--- config.mk ---
export PLATFORM = sky130hd
export DESIGN_NAME = lens_zoom_focus_position_tracker_top
export DESIGN_NICKNAME = d
export VERILOG_FILES = /design/src/rtl/core/lzfpt_pkg.sv /design/src/rtl/core/lzfpt_ram.sv /design/src/rtl/core/lzfpt_front.sv /design/src/rtl/core/lzfpt_queue.sv /design/src/rtl/core/lzfpt_back.sv /design/src/rtl/core/lens_zoom_focus_position_tracker_top.sv
export SDC_FILE = /design/constraint.sdc
export NUM_CORES = 2
export LEC_CHECK = 0
export ABC_AREA = 1
export BUFFER_PORTS_ARGS = -buffer_cell sky130_fd_sc_hd__buf_4
export CORE_MARGIN = 4
export CORE_UTILIZATION = 44
export CTS_CLUSTER_SIZE = 24
export DETAILED_ROUTE_END_ITERATION = 6
export MAX_ROUTING_LAYER = met4
export PLACE_DENSITY = 0.58
export SLEW_MARGIN = 20
export SYNTH_ARGS = -nofsm -noshare
export SYNTH_HDL_FRONTEND = slang
export SYNTH_SLANG_ARGS = --single-unit
--- constraint.sdc ---
create_clock -name clk -period 8.6 [get_ports clk]
set_input_delay 1.29 -clock clk [delete_from_list [all_inputs] [get_ports clk]]
set_output_delay 1.29 -clock clk [all_outputs]
set_load 0.01 [all_outputs]
--- src/rtl/core/lzfpt_pkg.sv ---
package lzfpt_pkg;

  localparam int ZOOM_POINTS_DEF = 32;
  localparam int POS_WIDTH_DEF   = 16;

  localparam logic [3:0] COARSE_STEP = 4'd10;
  localparam logic [3:0] FINE_STEP   = 4'd1;

  localparam logic [1:0] HS_IDLE   = 2'd0;
  localparam logic [1:0] HS_SEARCH = 2'd1;
  localparam logic [1:0] HS_DONE   = 2'd2;
  localparam logic [1:0] HS_FAIL   = 2'd3;

  localparam logic [2:0] REG_FOCUS_LO    = 3'd0;
  localparam logic [2:0] REG_FOCUS_HI    = 3'd1;
  localparam logic [2:0] REG_ZOOM_LO     = 3'd2;
  localparam logic [2:0] REG_ZOOM_HI     = 3'd3;
  localparam logic [2:0] REG_FOCUS_HOME  = 3'd4;
  localparam logic [2:0] REG_ZOOM_HOME   = 3'd5;
  localparam logic [2:0] REG_FOCUS_RANGE = 3'd6;
  localparam logic [2:0] REG_ZOOM_RANGE  = 3'd7;

  typedef enum logic [3:0] {
    OP_INIT      = 4'd0,
    OP_SET_DIR   = 4'd1,
    OP_MOVE_REL  = 4'd2,
    OP_SET_POINT = 4'd3,
    OP_POINT_UP  = 4'd4,
    OP_POINT_DN  = 4'd5,
    OP_LOAD_ZOOM = 4'd6,
    OP_LOAD_FOC  = 4'd7,
    OP_HOME_GO   = 4'd8,
    OP_HOME_TICK = 4'd9,
    OP_STATUS    = 4'd10
  } op_t;

  typedef enum logic [3:0] {
    K_NOP, K_INIT, K_DIR, K_MOVE, K_POINT, K_UP, K_DOWN,
    K_LDZ, K_LDF, K_HSTART, K_HTICK
  } kind_t;

  typedef struct packed {
    kind_t       kind;
    logic        axis;
    logic [15:0] value;
    logic [4:0]  tidx;
    logic        pi;
    logic        err;
  } cmd_t;

  typedef struct packed {
    logic [15:0] focus_lo;
    logic [15:0] focus_hi;
    logic [15:0] zoom_lo;
    logic [15:0] zoom_hi;
    logic [15:0] focus_home;
    logic [15:0] zoom_home;
    logic [15:0] focus_range;
    logic [15:0] zoom_range;
  } cfg_t;

endpackage

--- src/rtl/core/lzfpt_ram.sv ---
module lzfpt_ram #(
  parameter int WIDTH = 16,
  parameter int DEPTH = 32
) (
  input  logic                     clk,
  input  logic                     we,
  input  logic [$clog2(DEPTH)-1:0] waddr,
  input  logic [WIDTH-1:0]         wdata,
  input  logic                     re,
  input  logic [$clog2(DEPTH)-1:0] raddr,
  output logic [WIDTH-1:0]         rdata
);

  logic [WIDTH-1:0] mem [DEPTH];

  always_ff @(posedge clk) begin
    if (we) begin
      mem[waddr] <= wdata;
    end
    if (re) begin
      rdata <= mem[raddr];
    end
  end

endmodule

--- src/rtl/core/lzfpt_front.sv ---
module lzfpt_front #(
  parameter int ZOOM_POINTS = lzfpt_pkg::ZOOM_POINTS_DEF
) (
  input  logic              clk,
  input  logic              rst,
  input  logic              in_valid,
  output logic              in_stall,
  input  logic [3:0]        operation,
  input  logic              axis,
  input  logic [15:0]       value,
  input  logic [4:0]        table_index,
  input  logic              pi_flag,
  output logic              push,
  output lzfpt_pkg::cmd_t   push_cmd,
  input  logic              q_full
);

  logic            fv;
  lzfpt_pkg::cmd_t cmd;
  lzfpt_pkg::cmd_t cmd_next;
  logic            accept;
  logic            tidx_bad;

  assign in_stall = fv & q_full;
  assign accept   = in_valid & ~in_stall;
  assign push     = fv & ~q_full;
  assign push_cmd = cmd;
  assign tidx_bad = {27'd0, table_index} >= 32'(ZOOM_POINTS);

  always_comb begin
    cmd_next.kind  = lzfpt_pkg::K_NOP;
    cmd_next.axis  = axis;
    cmd_next.value = value;
    cmd_next.tidx  = table_index;
    cmd_next.pi    = pi_flag;
    cmd_next.err   = 1'b0;
    unique case (lzfpt_pkg::op_t'(operation))
      lzfpt_pkg::OP_INIT:      cmd_next.kind = lzfpt_pkg::K_INIT;
      lzfpt_pkg::OP_SET_DIR:   cmd_next.kind = lzfpt_pkg::K_DIR;
      lzfpt_pkg::OP_MOVE_REL:  cmd_next.kind = lzfpt_pkg::K_MOVE;
      lzfpt_pkg::OP_SET_POINT: begin
        if ({16'd0, value} >= 32'(ZOOM_POINTS)) begin
          cmd_next.err = 1'b1;
        end else begin
          cmd_next.kind = lzfpt_pkg::K_POINT;
        end
      end
      lzfpt_pkg::OP_POINT_UP:  cmd_next.kind = lzfpt_pkg::K_UP;
      lzfpt_pkg::OP_POINT_DN:  cmd_next.kind = lzfpt_pkg::K_DOWN;
      lzfpt_pkg::OP_LOAD_ZOOM: begin
        if (tidx_bad) cmd_next.err = 1'b1;
        else cmd_next.kind = lzfpt_pkg::K_LDZ;
      end
      lzfpt_pkg::OP_LOAD_FOC: begin
        if (tidx_bad) cmd_next.err = 1'b1;
        else cmd_next.kind = lzfpt_pkg::K_LDF;
      end
      lzfpt_pkg::OP_HOME_GO:   cmd_next.kind = lzfpt_pkg::K_HSTART;
      lzfpt_pkg::OP_HOME_TICK: cmd_next.kind = lzfpt_pkg::K_HTICK;
      lzfpt_pkg::OP_STATUS:    cmd_next.kind = lzfpt_pkg::K_NOP;
      default:                 cmd_next.err  = 1'b1;
    endcase
  end

  always_ff @(posedge clk) begin
    if (rst) begin
      fv <= 1'b0;
    end else begin
      fv <= accept | (fv & ~push);
    end
    if (accept) begin
      cmd <= cmd_next;
    end
  end

endmodule

--- src/rtl/core/lzfpt_queue.sv ---
module lzfpt_queue (
  input  logic            clk,
  input  logic            rst,
  input  logic            push,
  input  lzfpt_pkg::cmd_t push_cmd,
  output logic            full,
  input  logic            pop,
  output logic            nonempty,
  output lzfpt_pkg::cmd_t head
);

  lzfpt_pkg::cmd_t slot [2];
  logic            wptr;
  logic            rptr;
  logic [1:0]      count;

  assign full     = count[1];
  assign nonempty = count != 2'd0;
  assign head     = slot[rptr];

  always_ff @(posedge clk) begin
    if (rst) begin
      wptr  <= 1'b0;
      rptr  <= 1'b0;
      count <= 2'd0;
    end else begin
      if (push) wptr <= ~wptr;
      if (pop) rptr <= ~rptr;
      count <= count + {1'b0, push} - {1'b0, pop};
    end
    if (push) begin
      slot[wptr] <= push_cmd;
    end
  end

endmodule

--- src/rtl/core/lzfpt_back.sv ---
module lzfpt_back #(
  parameter int ZOOM_POINTS = lzfpt_pkg::ZOOM_POINTS_DEF,
  parameter int POS_WIDTH   = lzfpt_pkg::POS_WIDTH_DEF
) (
  input  logic                           clk,
  input  logic                           rst,
  input  lzfpt_pkg::cfg_t                cfg,
  input  logic                           q_nonempty,
  input  lzfpt_pkg::cmd_t                q_cmd,
  output logic                           q_pop,
  output logic                           out_valid,
  input  logic                           out_stall,
  output logic [POS_WIDTH-1:0]           o_focus_steps,
  output logic                           o_focus_reverse,
  output logic [POS_WIDTH-1:0]           o_zoom_steps,
  output logic                           o_zoom_reverse,
  output logic [POS_WIDTH-1:0]           o_focus_position,
  output logic [POS_WIDTH-1:0]           o_zoom_position,
  output logic [$clog2(ZOOM_POINTS)-1:0] o_current_point,
  output logic [1:0]                     o_home_status,
  output logic                           o_error
);

  localparam int P  = POS_WIDTH;
  localparam int PW = $clog2(ZOOM_POINTS);
  localparam int MW = (P > 16) ? P : 16;
  localparam int SW = MW + 1;

  typedef enum logic {B_IDLE, B_EXEC} bstate_t;

  bstate_t         state;
  lzfpt_pkg::cmd_t cmd;
  logic [P-1:0]    fpos, zpos, fpos_next, zpos_next;
  logic            fdir, zdir, fdir_next, zdir_next;
  logic [PW-1:0]   point, point_next, pt_eff, rd_addr, raddr_q;
  logic [1:0]      hphase, hphase_next;
  logic            haxis, haxis_next, href, href_next, hfine, hfine_next;
  logic [16:0]     hcount, hcount_next, hbase;
  logic [ZOOM_POINTS-1:0] fvalid;

  logic            done, exec_done, wr_z, wr_f;
  logic [15:0]     zrd, frd, ftab;
  logic [P-1:0]    flo, fhi, zlo, zhi, fhome, zhome;
  logic [SW-1:0]   zsum;
  logic [P-1:0]    zt, ft, zmag, fmag;
  logic [P:0]      zd, fd;
  logic            zdt, fdt, go, hd, hdir;
  logic [3:0]      hstep;
  logic [15:0]     hrange;
  logic [P-1:0]    fs, zs;
  logic            frev, zrev;

  function automatic logic [P-1:0] clamp_drive(logic [P-1:0] pos, logic [MW-1:0] steps,
                                               logic rev, logic [P-1:0] lo,
                                               logic [P-1:0] hi);
    logic [P-1:0] room;
    if (rev) room = (pos < hi) ? hi - pos : '0;
    else room = (pos > lo) ? pos - lo : '0;
    if (steps > MW'(room)) return room;
    return P'(steps);
  endfunction

  assign flo   = P'(cfg.focus_lo);
  assign fhi   = P'(cfg.focus_hi);
  assign zlo   = P'(cfg.zoom_lo);
  assign zhi   = P'(cfg.zoom_hi);
  assign fhome = P'(cfg.focus_home);
  assign zhome = P'(cfg.zoom_home);

  assign done      = ~out_valid | ~out_stall;
  assign exec_done = (state == B_EXEC) & done;
  assign q_pop     = q_nonempty & ((state == B_IDLE) | exec_done);
  assign pt_eff    = exec_done ? point_next : point;
  assign wr_z      = q_pop & (q_cmd.kind == lzfpt_pkg::K_LDZ);
  assign wr_f      = q_pop & (q_cmd.kind == lzfpt_pkg::K_LDF);

  always_comb begin
    unique case (q_cmd.kind)
      lzfpt_pkg::K_POINT: rd_addr = PW'(q_cmd.value);
      lzfpt_pkg::K_UP:    rd_addr = pt_eff + PW'(1);
      lzfpt_pkg::K_DOWN:  rd_addr = pt_eff - PW'(1);
      default:            rd_addr = '0;
    endcase
  end

  lzfpt_ram #(.WIDTH(16), .DEPTH(ZOOM_POINTS)) u_zoom_tab (
    .clk(clk), .we(wr_z), .waddr(PW'(q_cmd.tidx)), .wdata(q_cmd.value),
    .re(q_pop), .raddr(rd_addr), .rdata(zrd)
  );

  lzfpt_ram #(.WIDTH(16), .DEPTH(ZOOM_POINTS)) u_focus_tab (
    .clk(clk), .we(wr_f), .waddr(PW'(q_cmd.tidx)), .wdata(q_cmd.value),
    .re(q_pop), .raddr(rd_addr), .rdata(frd)
  );

  assign ftab = fvalid[raddr_q] ? frd : 16'd0;

  // zoom-point targets
  assign zsum = SW'(zrd) + SW'(zhome);
  assign zt   = (zsum > SW'({P{1'b1}})) ? {P{1'b1}} : P'(zsum);
  assign ft   = P'(ftab);
  assign zd   = {1'b0, zt} - {1'b0, zpos};
  assign fd   = {1'b0, ft} - {1'b0, fpos};
  assign zdt  = ~zd[P];
  assign fdt  = ~fd[P];
  assign zmag = zd[P] ? P'(-zd) : zd[P-1:0];
  assign fmag = fd[P] ? P'(-fd) : fd[P-1:0];

  always_comb begin
    fpos_next   = fpos;
    zpos_next   = zpos;
    fdir_next   = fdir;
    zdir_next   = zdir;
    point_next  = point;
    hphase_next = hphase;
    haxis_next  = haxis;
    href_next   = href;
    hfine_next  = hfine;
    hcount_next = hcount;
    hbase       = hcount;
    fs          = '0;
    zs          = '0;
    go          = 1'b0;
    hd          = 1'b0;
    hdir        = 1'b0;
    hstep       = lzfpt_pkg::FINE_STEP;
    unique case (cmd.kind)
      lzfpt_pkg::K_INIT: begin
        point_next = '0;
        zdir_next  = zdt;
        zs         = clamp_drive(zpos, MW'(zmag), zdt, zlo, zhi);
        zpos_next  = zdt ? zpos + zs : zpos - zs;
        fdir_next  = fdt;
        fs         = clamp_drive(fpos, MW'(fmag), fdt, flo, fhi);
        fpos_next  = fdt ? fpos + fs : fpos - fs;
      end
      lzfpt_pkg::K_DIR: begin
        if (cmd.axis) zdir_next = cmd.value[0];
        else fdir_next = cmd.value[0];
      end
      lzfpt_pkg::K_MOVE: begin
        if (cmd.axis) begin
          zs        = clamp_drive(zpos, MW'(cmd.value), zdir, zlo, zhi);
          zpos_next = zdir ? zpos + zs : zpos - zs;
        end else begin
          fs        = clamp_drive(fpos, MW'(cmd.value), fdir, flo, fhi);
          fpos_next = fdir ? fpos + fs : fpos - fs;
        end
      end
      lzfpt_pkg::K_POINT: begin
        point_next = PW'(cmd.value);
        go         = 1'b1;
      end
      lzfpt_pkg::K_UP: begin
        if ({1'b0, point} + (PW+1)'(1) < (PW+1)'(ZOOM_POINTS)) begin
          point_next = point + PW'(1);
          go         = 1'b1;
        end
      end
      lzfpt_pkg::K_DOWN: begin
        if (point != '0) begin
          point_next = point - PW'(1);
          go         = 1'b1;
        end
      end
      lzfpt_pkg::K_HSTART: begin
        haxis_next  = cmd.axis;
        href_next   = cmd.pi;
        hfine_next  = 1'b0;
        hphase_next = lzfpt_pkg::HS_SEARCH;
        hbase       = '0;
        hd          = 1'b1;
        hdir        = ~cmd.pi;
        hstep       = lzfpt_pkg::COARSE_STEP;
      end
      lzfpt_pkg::K_HTICK: begin
        if (hphase == lzfpt_pkg::HS_SEARCH) begin
          if (!hfine) begin
            hd = 1'b1;
            if (cmd.pi != href) begin
              hfine_next = 1'b1;
              href_next  = cmd.pi;
              hbase      = '0;
              hdir       = ~cmd.pi;
            end else begin
              hdir  = ~href;
              hstep = lzfpt_pkg::COARSE_STEP;
            end
          end else if (cmd.pi != href) begin
            if (!href) begin
              href_next = 1'b1;
              hbase     = '0;
              hd        = 1'b1;
            end else begin
              hphase_next = lzfpt_pkg::HS_DONE;
              if (haxis) zpos_next = zhome;
              else fpos_next = fhome;
            end
          end else begin
            hd   = 1'b1;
            hdir = ~href;
          end
        end
      end
      default: begin
      end
    endcase

    if (go) begin
      zdir_next = zdt;
      zpos_next = zt;
      zs        = zmag;
      fdir_next = fdt;
      fpos_next = ft;
      fs        = fmag;
    end

    hrange = haxis_next ? cfg.zoom_range : cfg.focus_range;
    frev   = fdir_next;
    zrev   = zdir_next;
    if (hd) begin
      hcount_next = hbase + 17'(hstep);
      if (hcount_next > {1'b0, hrange}) hphase_next = lzfpt_pkg::HS_FAIL;
      if (haxis_next) begin
        zs   = P'(hstep);
        zrev = hdir;
      end else begin
        fs   = P'(hstep);
        frev = hdir;
      end
    end
  end

  always_ff @(posedge clk) begin
    if (rst) begin
      state     <= B_IDLE;
      out_valid <= 1'b0;
      fpos      <= '0;
      zpos      <= '0;
      fdir      <= 1'b0;
      zdir      <= 1'b0;
      point     <= '0;
      hphase    <= lzfpt_pkg::HS_IDLE;
      haxis     <= 1'b0;
      href      <= 1'b0;
      hfine     <= 1'b0;
      hcount    <= '0;
      fvalid    <= '0;
    end else begin
      if (wr_f) fvalid[PW'(q_cmd.tidx)] <= 1'b1;
      if (q_pop) state <= B_EXEC;
      else if (exec_done) state <= B_IDLE;
      if (exec_done) begin
        out_valid <= 1'b1;
        fpos      <= fpos_next;
        zpos      <= zpos_next;
        fdir      <= fdir_next;
        zdir      <= zdir_next;
        point     <= point_next;
        hphase    <= hphase_next;
        haxis     <= haxis_next;
        href      <= href_next;
        hfine     <= hfine_next;
        hcount    <= hcount_next;
      end else if (!out_stall) begin
        out_valid <= 1'b0;
      end
    end
    if (q_pop) begin
      cmd     <= q_cmd;
      raddr_q <= rd_addr;
    end
    if (exec_done) begin
      o_focus_steps    <= fs;
      o_focus_reverse  <= frev;
      o_zoom_steps     <= zs;
      o_zoom_reverse   <= zrev;
      o_focus_position <= fpos_next;
      o_zoom_position  <= zpos_next;
      o_current_point  <= point_next;
      o_home_status    <= hphase_next;
      o_error          <= cmd.err;
    end
  end

endmodule

--- src/rtl/core/lens_zoom_focus_position_tracker_top.sv ---
// Lens focus/zoom position tracker and step commander.
// Input channel: in_valid/in_stall with operation, axis, value, table_index
// and pi_flag; one word is taken at each edge with in_valid high and
// in_stall low. Output channel: out_valid/out_stall, one result word per
// input word, in order, carrying step counts, directions, positions, the
// zoom point, homing status and error.
// Each word passes the classify, queue and execute stages in order.
// Throughput is one word per cycle while out_stall is low: the execute
// unit reads the zoom and focus tables as a word leaves the queue and
// updates the position registers when it executes that word, overlapped
// with the table read for the following word.
// A two-entry queue sits between the input classifier and the execute unit.
// When out_stall is held, the result holds, the execute unit waits, the
// queue fills and in_stall rises.
// Registers sit on an APB port at byte address 4*i; write only while idle.
// Reset clears positions, directions, zoom point, homing state and the focus
// table; the zoom table must be loaded before any point is used.
module lens_zoom_focus_position_tracker_top #(
  parameter int ZOOM_POINTS = lzfpt_pkg::ZOOM_POINTS_DEF,
  parameter int POS_WIDTH   = lzfpt_pkg::POS_WIDTH_DEF
) (
  input  logic                           clk,
  input  logic                           rst,
  input  logic                           psel,
  input  logic                           penable,
  input  logic                           pwrite,
  input  logic [4:0]                     paddr,
  input  logic [31:0]                    pwdata,
  output logic [31:0]                    prdata,
  output logic                           pready,
  input  logic                           in_valid,
  output logic                           in_stall,
  input  logic [3:0]                     operation,
  input  logic                           axis,
  input  logic [15:0]                    value,
  input  logic [4:0]                     table_index,
  input  logic                           pi_flag,
  output logic                           out_valid,
  input  logic                           out_stall,
  output logic [POS_WIDTH-1:0]           focus_steps,
  output logic                           focus_reverse,
  output logic [POS_WIDTH-1:0]           zoom_steps,
  output logic                           zoom_reverse,
  output logic [POS_WIDTH-1:0]           focus_position,
  output logic [POS_WIDTH-1:0]           zoom_position,
  output logic [$clog2(ZOOM_POINTS)-1:0] current_point,
  output logic [1:0]                     home_status,
  output logic                           error
);

  lzfpt_pkg::cfg_t cfg;
  lzfpt_pkg::cmd_t push_cmd, head;
  logic            push, q_full, q_pop, q_nonempty, wr_en;
  logic [15:0]     rd_val;

  assign pready = 1'b1;
  assign wr_en  = psel & penable & pwrite;

  always_ff @(posedge clk) begin
    if (rst) begin
      cfg.focus_lo    <= 16'd0;
      cfg.focus_hi    <= 16'hFFFF;
      cfg.zoom_lo     <= 16'd0;
      cfg.zoom_hi     <= 16'hFFFF;
      cfg.focus_home  <= 16'd0;
      cfg.zoom_home   <= 16'd0;
      cfg.focus_range <= 16'hFFFF;
      cfg.zoom_range  <= 16'hFFFF;
    end else if (wr_en) begin
      unique case (paddr[4:2])
        lzfpt_pkg::REG_FOCUS_LO:    cfg.focus_lo    <= pwdata[15:0];
        lzfpt_pkg::REG_FOCUS_HI:    cfg.focus_hi    <= pwdata[15:0];
        lzfpt_pkg::REG_ZOOM_LO:     cfg.zoom_lo     <= pwdata[15:0];
        lzfpt_pkg::REG_ZOOM_HI:     cfg.zoom_hi     <= pwdata[15:0];
        lzfpt_pkg::REG_FOCUS_HOME:  cfg.focus_home  <= pwdata[15:0];
        lzfpt_pkg::REG_ZOOM_HOME:   cfg.zoom_home   <= pwdata[15:0];
        lzfpt_pkg::REG_FOCUS_RANGE: cfg.focus_range <= pwdata[15:0];
        lzfpt_pkg::REG_ZOOM_RANGE:  cfg.zoom_range  <= pwdata[15:0];
        default: begin
        end
      endcase
    end
  end

  always_comb begin
    unique case (paddr[4:2])
      lzfpt_pkg::REG_FOCUS_LO:    rd_val = cfg.focus_lo;
      lzfpt_pkg::REG_FOCUS_HI:    rd_val = cfg.focus_hi;
      lzfpt_pkg::REG_ZOOM_LO:     rd_val = cfg.zoom_lo;
      lzfpt_pkg::REG_ZOOM_HI:     rd_val = cfg.zoom_hi;
      lzfpt_pkg::REG_FOCUS_HOME:  rd_val = cfg.focus_home;
      lzfpt_pkg::REG_ZOOM_HOME:   rd_val = cfg.zoom_home;
      lzfpt_pkg::REG_FOCUS_RANGE: rd_val = cfg.focus_range;
      lzfpt_pkg::REG_ZOOM_RANGE:  rd_val = cfg.zoom_range;
      default:                    rd_val = 16'd0;
    endcase
  end

  assign prdata = {16'd0, rd_val};

  lzfpt_front #(.ZOOM_POINTS(ZOOM_POINTS)) u_front (
    .clk(clk), .rst(rst), .in_valid(in_valid), .in_stall(in_stall),
    .operation(operation), .axis(axis), .value(value),
    .table_index(table_index), .pi_flag(pi_flag),
    .push(push), .push_cmd(push_cmd), .q_full(q_full)
  );

  lzfpt_queue u_queue (
    .clk(clk), .rst(rst), .push(push), .push_cmd(push_cmd), .full(q_full),
    .pop(q_pop), .nonempty(q_nonempty), .head(head)
  );

  lzfpt_back #(.ZOOM_POINTS(ZOOM_POINTS), .POS_WIDTH(POS_WIDTH)) u_back (
    .clk(clk), .rst(rst), .cfg(cfg), .q_nonempty(q_nonempty), .q_cmd(head),
    .q_pop(q_pop), .out_valid(out_valid), .out_stall(out_stall),
    .o_focus_steps(focus_steps), .o_focus_reverse(focus_reverse),
    .o_zoom_steps(zoom_steps), .o_zoom_reverse(zoom_reverse),
    .o_focus_position(focus_position), .o_zoom_position(zoom_position),
    .o_current_point(current_point), .o_home_status(home_status),
    .o_error(error)
  );

endmodule

==> impl_results.md <==
- Share of synthesized registers carrying an async set or reset: 0
- Initial antenna violation count: 7
- Setup violators final: 0
- Max incr delay on CP: 0.62 ns
- Area of the multi-input gates: 30800 µm²
- Reg area: 41900 µm²
- Initial Utilization: 0.444
- Post-DRT Antenna Nets: 0
- Cell taking the most area after synthesis: edfxtp_1
- First-pass GRT wire length: 381000 µm
- CTS max path bufs: 3
- Crit-path leading delay family: simple AND/OR/NAND/NOR gates
- Hold Vio Cnt, Final: 0
- CP max-delay cell: dfxtp_1
- Tightest Pin Transition: 1.15 ns
- Max-slew violation count: 0
- # rows: 152
- Clock slew at reported path FFs: 0.06 ns
- WL final: 264000 µm
- GRT Util Overall: 0.292
- H-tree Lvls: 4
- CP Data Required Time: 9.13 ns
- Fill cells: 15700
- Worst Slack Setup Final: 0.485 ns
- DRC: 7
- # clock sinks: 1471
- Crit. End Element: flip-flop
- Share of the synthesized area in the top cell type: 0.486
- Seq/Total Area, Yosys: 0.546
- Die area: 181000 µm²
- Hold Crit Class: flip-flop to flip-flop
- Critical path fanouts, max: 12
- Fraction of layout instances using a drive strength above 1: 0.136
- Final Non-Filler Cells: 10900
- Worst skew pair latency: 0.82 ns
- Area grow syn2layout: 15.4%
- Most common cell on crit path: nand2_1
- Post-synthesis area per instance: 9.44 µm²
- Most common cell in the netlist: nand2_1
- Top post-synthesis cells by count: nand2_1, edfxtp_1, nor2_1
- Max-cap violations: 0
- Grt total ovfl: 0
- Fmax: 123 MHz
- TritonCTS Buffers: 158
- DRT Pass-1 Iters: 7
- Failing checks: design-rule violations
- CP arrival: 8.64 ns
- Mapped Cells: 8120
- Post-DP HPWL: 180000 µm
- Top Ports: 180
- Tcrit/Tclk final: 0.944
- Worst Clk Skew: 0.0498 ns
- Layout Nets: 8802
- Drt wl/cell: 24.2 µm
- Root buf cell: clkbuf_16
- DP Worst Slack: 0.0141 ns
- Worst slew margin: 0.227
- IO Port Bufs: 144
- Synth top area cells: edfxtp_1, nand2_1, dfxtp_1
- Die height: 425 µm
- Dpl cells: 10600
- Bufs and invs on worst path: 4
- EDFF count, synth: 1242
- Status: finished, violations left
- Vias in the first global route: 57600
- CTS tree: yes
- GPL Wtd Cong: 1.05
- Pin count of the biggest net entering global routing: 227
- Vias: 61600
- Crit path time final: 8.11 ns
- Synth Register Bits: 1471
- Hold Buf Count CTS: 0
- Initial DRC count: 6300
- Via density: 5.66
- Die X: 425 µm
- Cell variety after synth: 69
- Synthesis warning total: 0
- Setup CP Type: flip-flop to flip-flop
- CP startpoint kind: flip-flop
- Core box area: 172000 µm²
- Top_reg_cell synth: edfxtp_1
- Netlist Area Pre-Place: 76700 µm²
## path summary, 6_finish.rpt
check | from | end | slack (ns) | depth (start not counted)
max | u_back.fpos[2] | u_back.o_focus_position[15] | 0.49 | 40
min | u_back.cmd[0] | u_back.o_error | 0.42 | 0
max reg2reg | u_back.fpos[2] | u_back.o_focus_position[15] | 0.49 | 40
min reg2reg | u_back.cmd[0] | u_back.o_error | 0.42 | 0
## per-layer routing
metal / wire, µm / share of wire / track usage
met3: 18100 / 0.069 / 0.0417
met5: 0 / 0 / -
met2: 121000 / 0.46 / 0.455
met4: 16600 / 0.063 / 0.151
met1: 108000 / 0.41 / 0.373
## layout by cell type, fill, tap and decap left out, types with 23 or more instances in the layout
cell,netlist,layout
a21oi_1,321,306
a221oi_1,47,47
and2_1,55,54
buf_4,41,518
clkbuf_1,197,37
clkbuf_16,0,164
clkinv_1,3,28
clkinv_2,0,26
dfxtp_1,229,220
edfxtp_1,1242,1242
ha_1,272,236
ha_4,0,27
inv_1,800,776
inv_2,28,48
nand2_1,1405,1365
nand2_2,33,72
nand3_1,528,511
nand3_2,7,23
nand3b_1,31,31
nand4_1,75,75
nor2_1,1070,1013
nor2_2,21,69
nor3_1,35,29
o211ai_1,23,23
o21a_1,23,23
o21ai_0,494,469
o21ai_1,106,119
o21bai_1,272,271
o221ai_1,32,32
o22ai_1,23,23
o311ai_1,256,256
xnor2_1,33,33
xor2_1,71,68
## metrics by stage
step | setup TNS (ns) | hold slack, ns | area [µm²] | utilization
finish | 0 | 0.423 | 88500 | 0.513
global route | -0.574 | 0.451 | 88500 | 0.513
CTS | 0 | 0.430 | 87200 | 0.506
detailed placement | 0 | 0.417 | 82000 | 0.475
global placement | -0.270 | 0.417 | 82000 | 0.475
floorplan | 0 | 0.400 | 76700 | -
## sequential cells by signal, summed over array words and instances (netlist names), 17 cells and up, named ones only
signal and count:
u_back.u_zoom_tab.mem 512, cfg 128, u_back.u_focus_tab.mem 512, u_back.cmd 23
u_back.fvalid 32, u_queue.slot 56, u_back.hcount 17, u_front.push_cmd 28
## timing repair
item	CTS	global route
pin swaps	0	64
setup buffers	0	33
setup endpoints to repair	3	39
endpoints found under the hold margin	0	0
gates resized for setup	1	232
cloned	0	2
## layout make-up
type | count | area share
multi-input cells | 5437 | 0.349
repair buffers | 544 | 0.0496
clock inverters | 83 | 0.0111
clock buffers | 206 | 0.0484
diodes | 6 | 0.000170
inverters | 834 | 0.0359
well taps | 2310 | 0.0327
flip-flops and latches | 1471 | 0.474
## worst register-to-register path, delay by kind of cell (launching register included)
| kind | cells | cell delay, ns |
|---|---|---|
| fa+ha+maj | 4 | 1.31 |
| simple gates | 23 | 3.12 |
| flops | 1 | 0.62 |
| buf+inv | 4 | 0.90 |
| xor+xnor | 1 | 0.35 |
| compound gates | 8 | 1.55 |
## cell families after synthesis
family                   after synthesis  share of synthesized area
flip-flops                          1471                      0.546
multiplexers                          24                    0.00343
AO/OA/AOI/OAI                       1702                      0.143
adder cells (fa/ha/maj)              285                     0.0478
XOR/XNOR                             105                     0.0121
AND/OR/NAND/NOR                     3304                      0.182
buffers and inverters               1227                     0.0655
other                                  2                  0.0000980
Power is not shown: default switching activity piles up to over one toggle a cycle in this logic, so the estimate is an artifact.
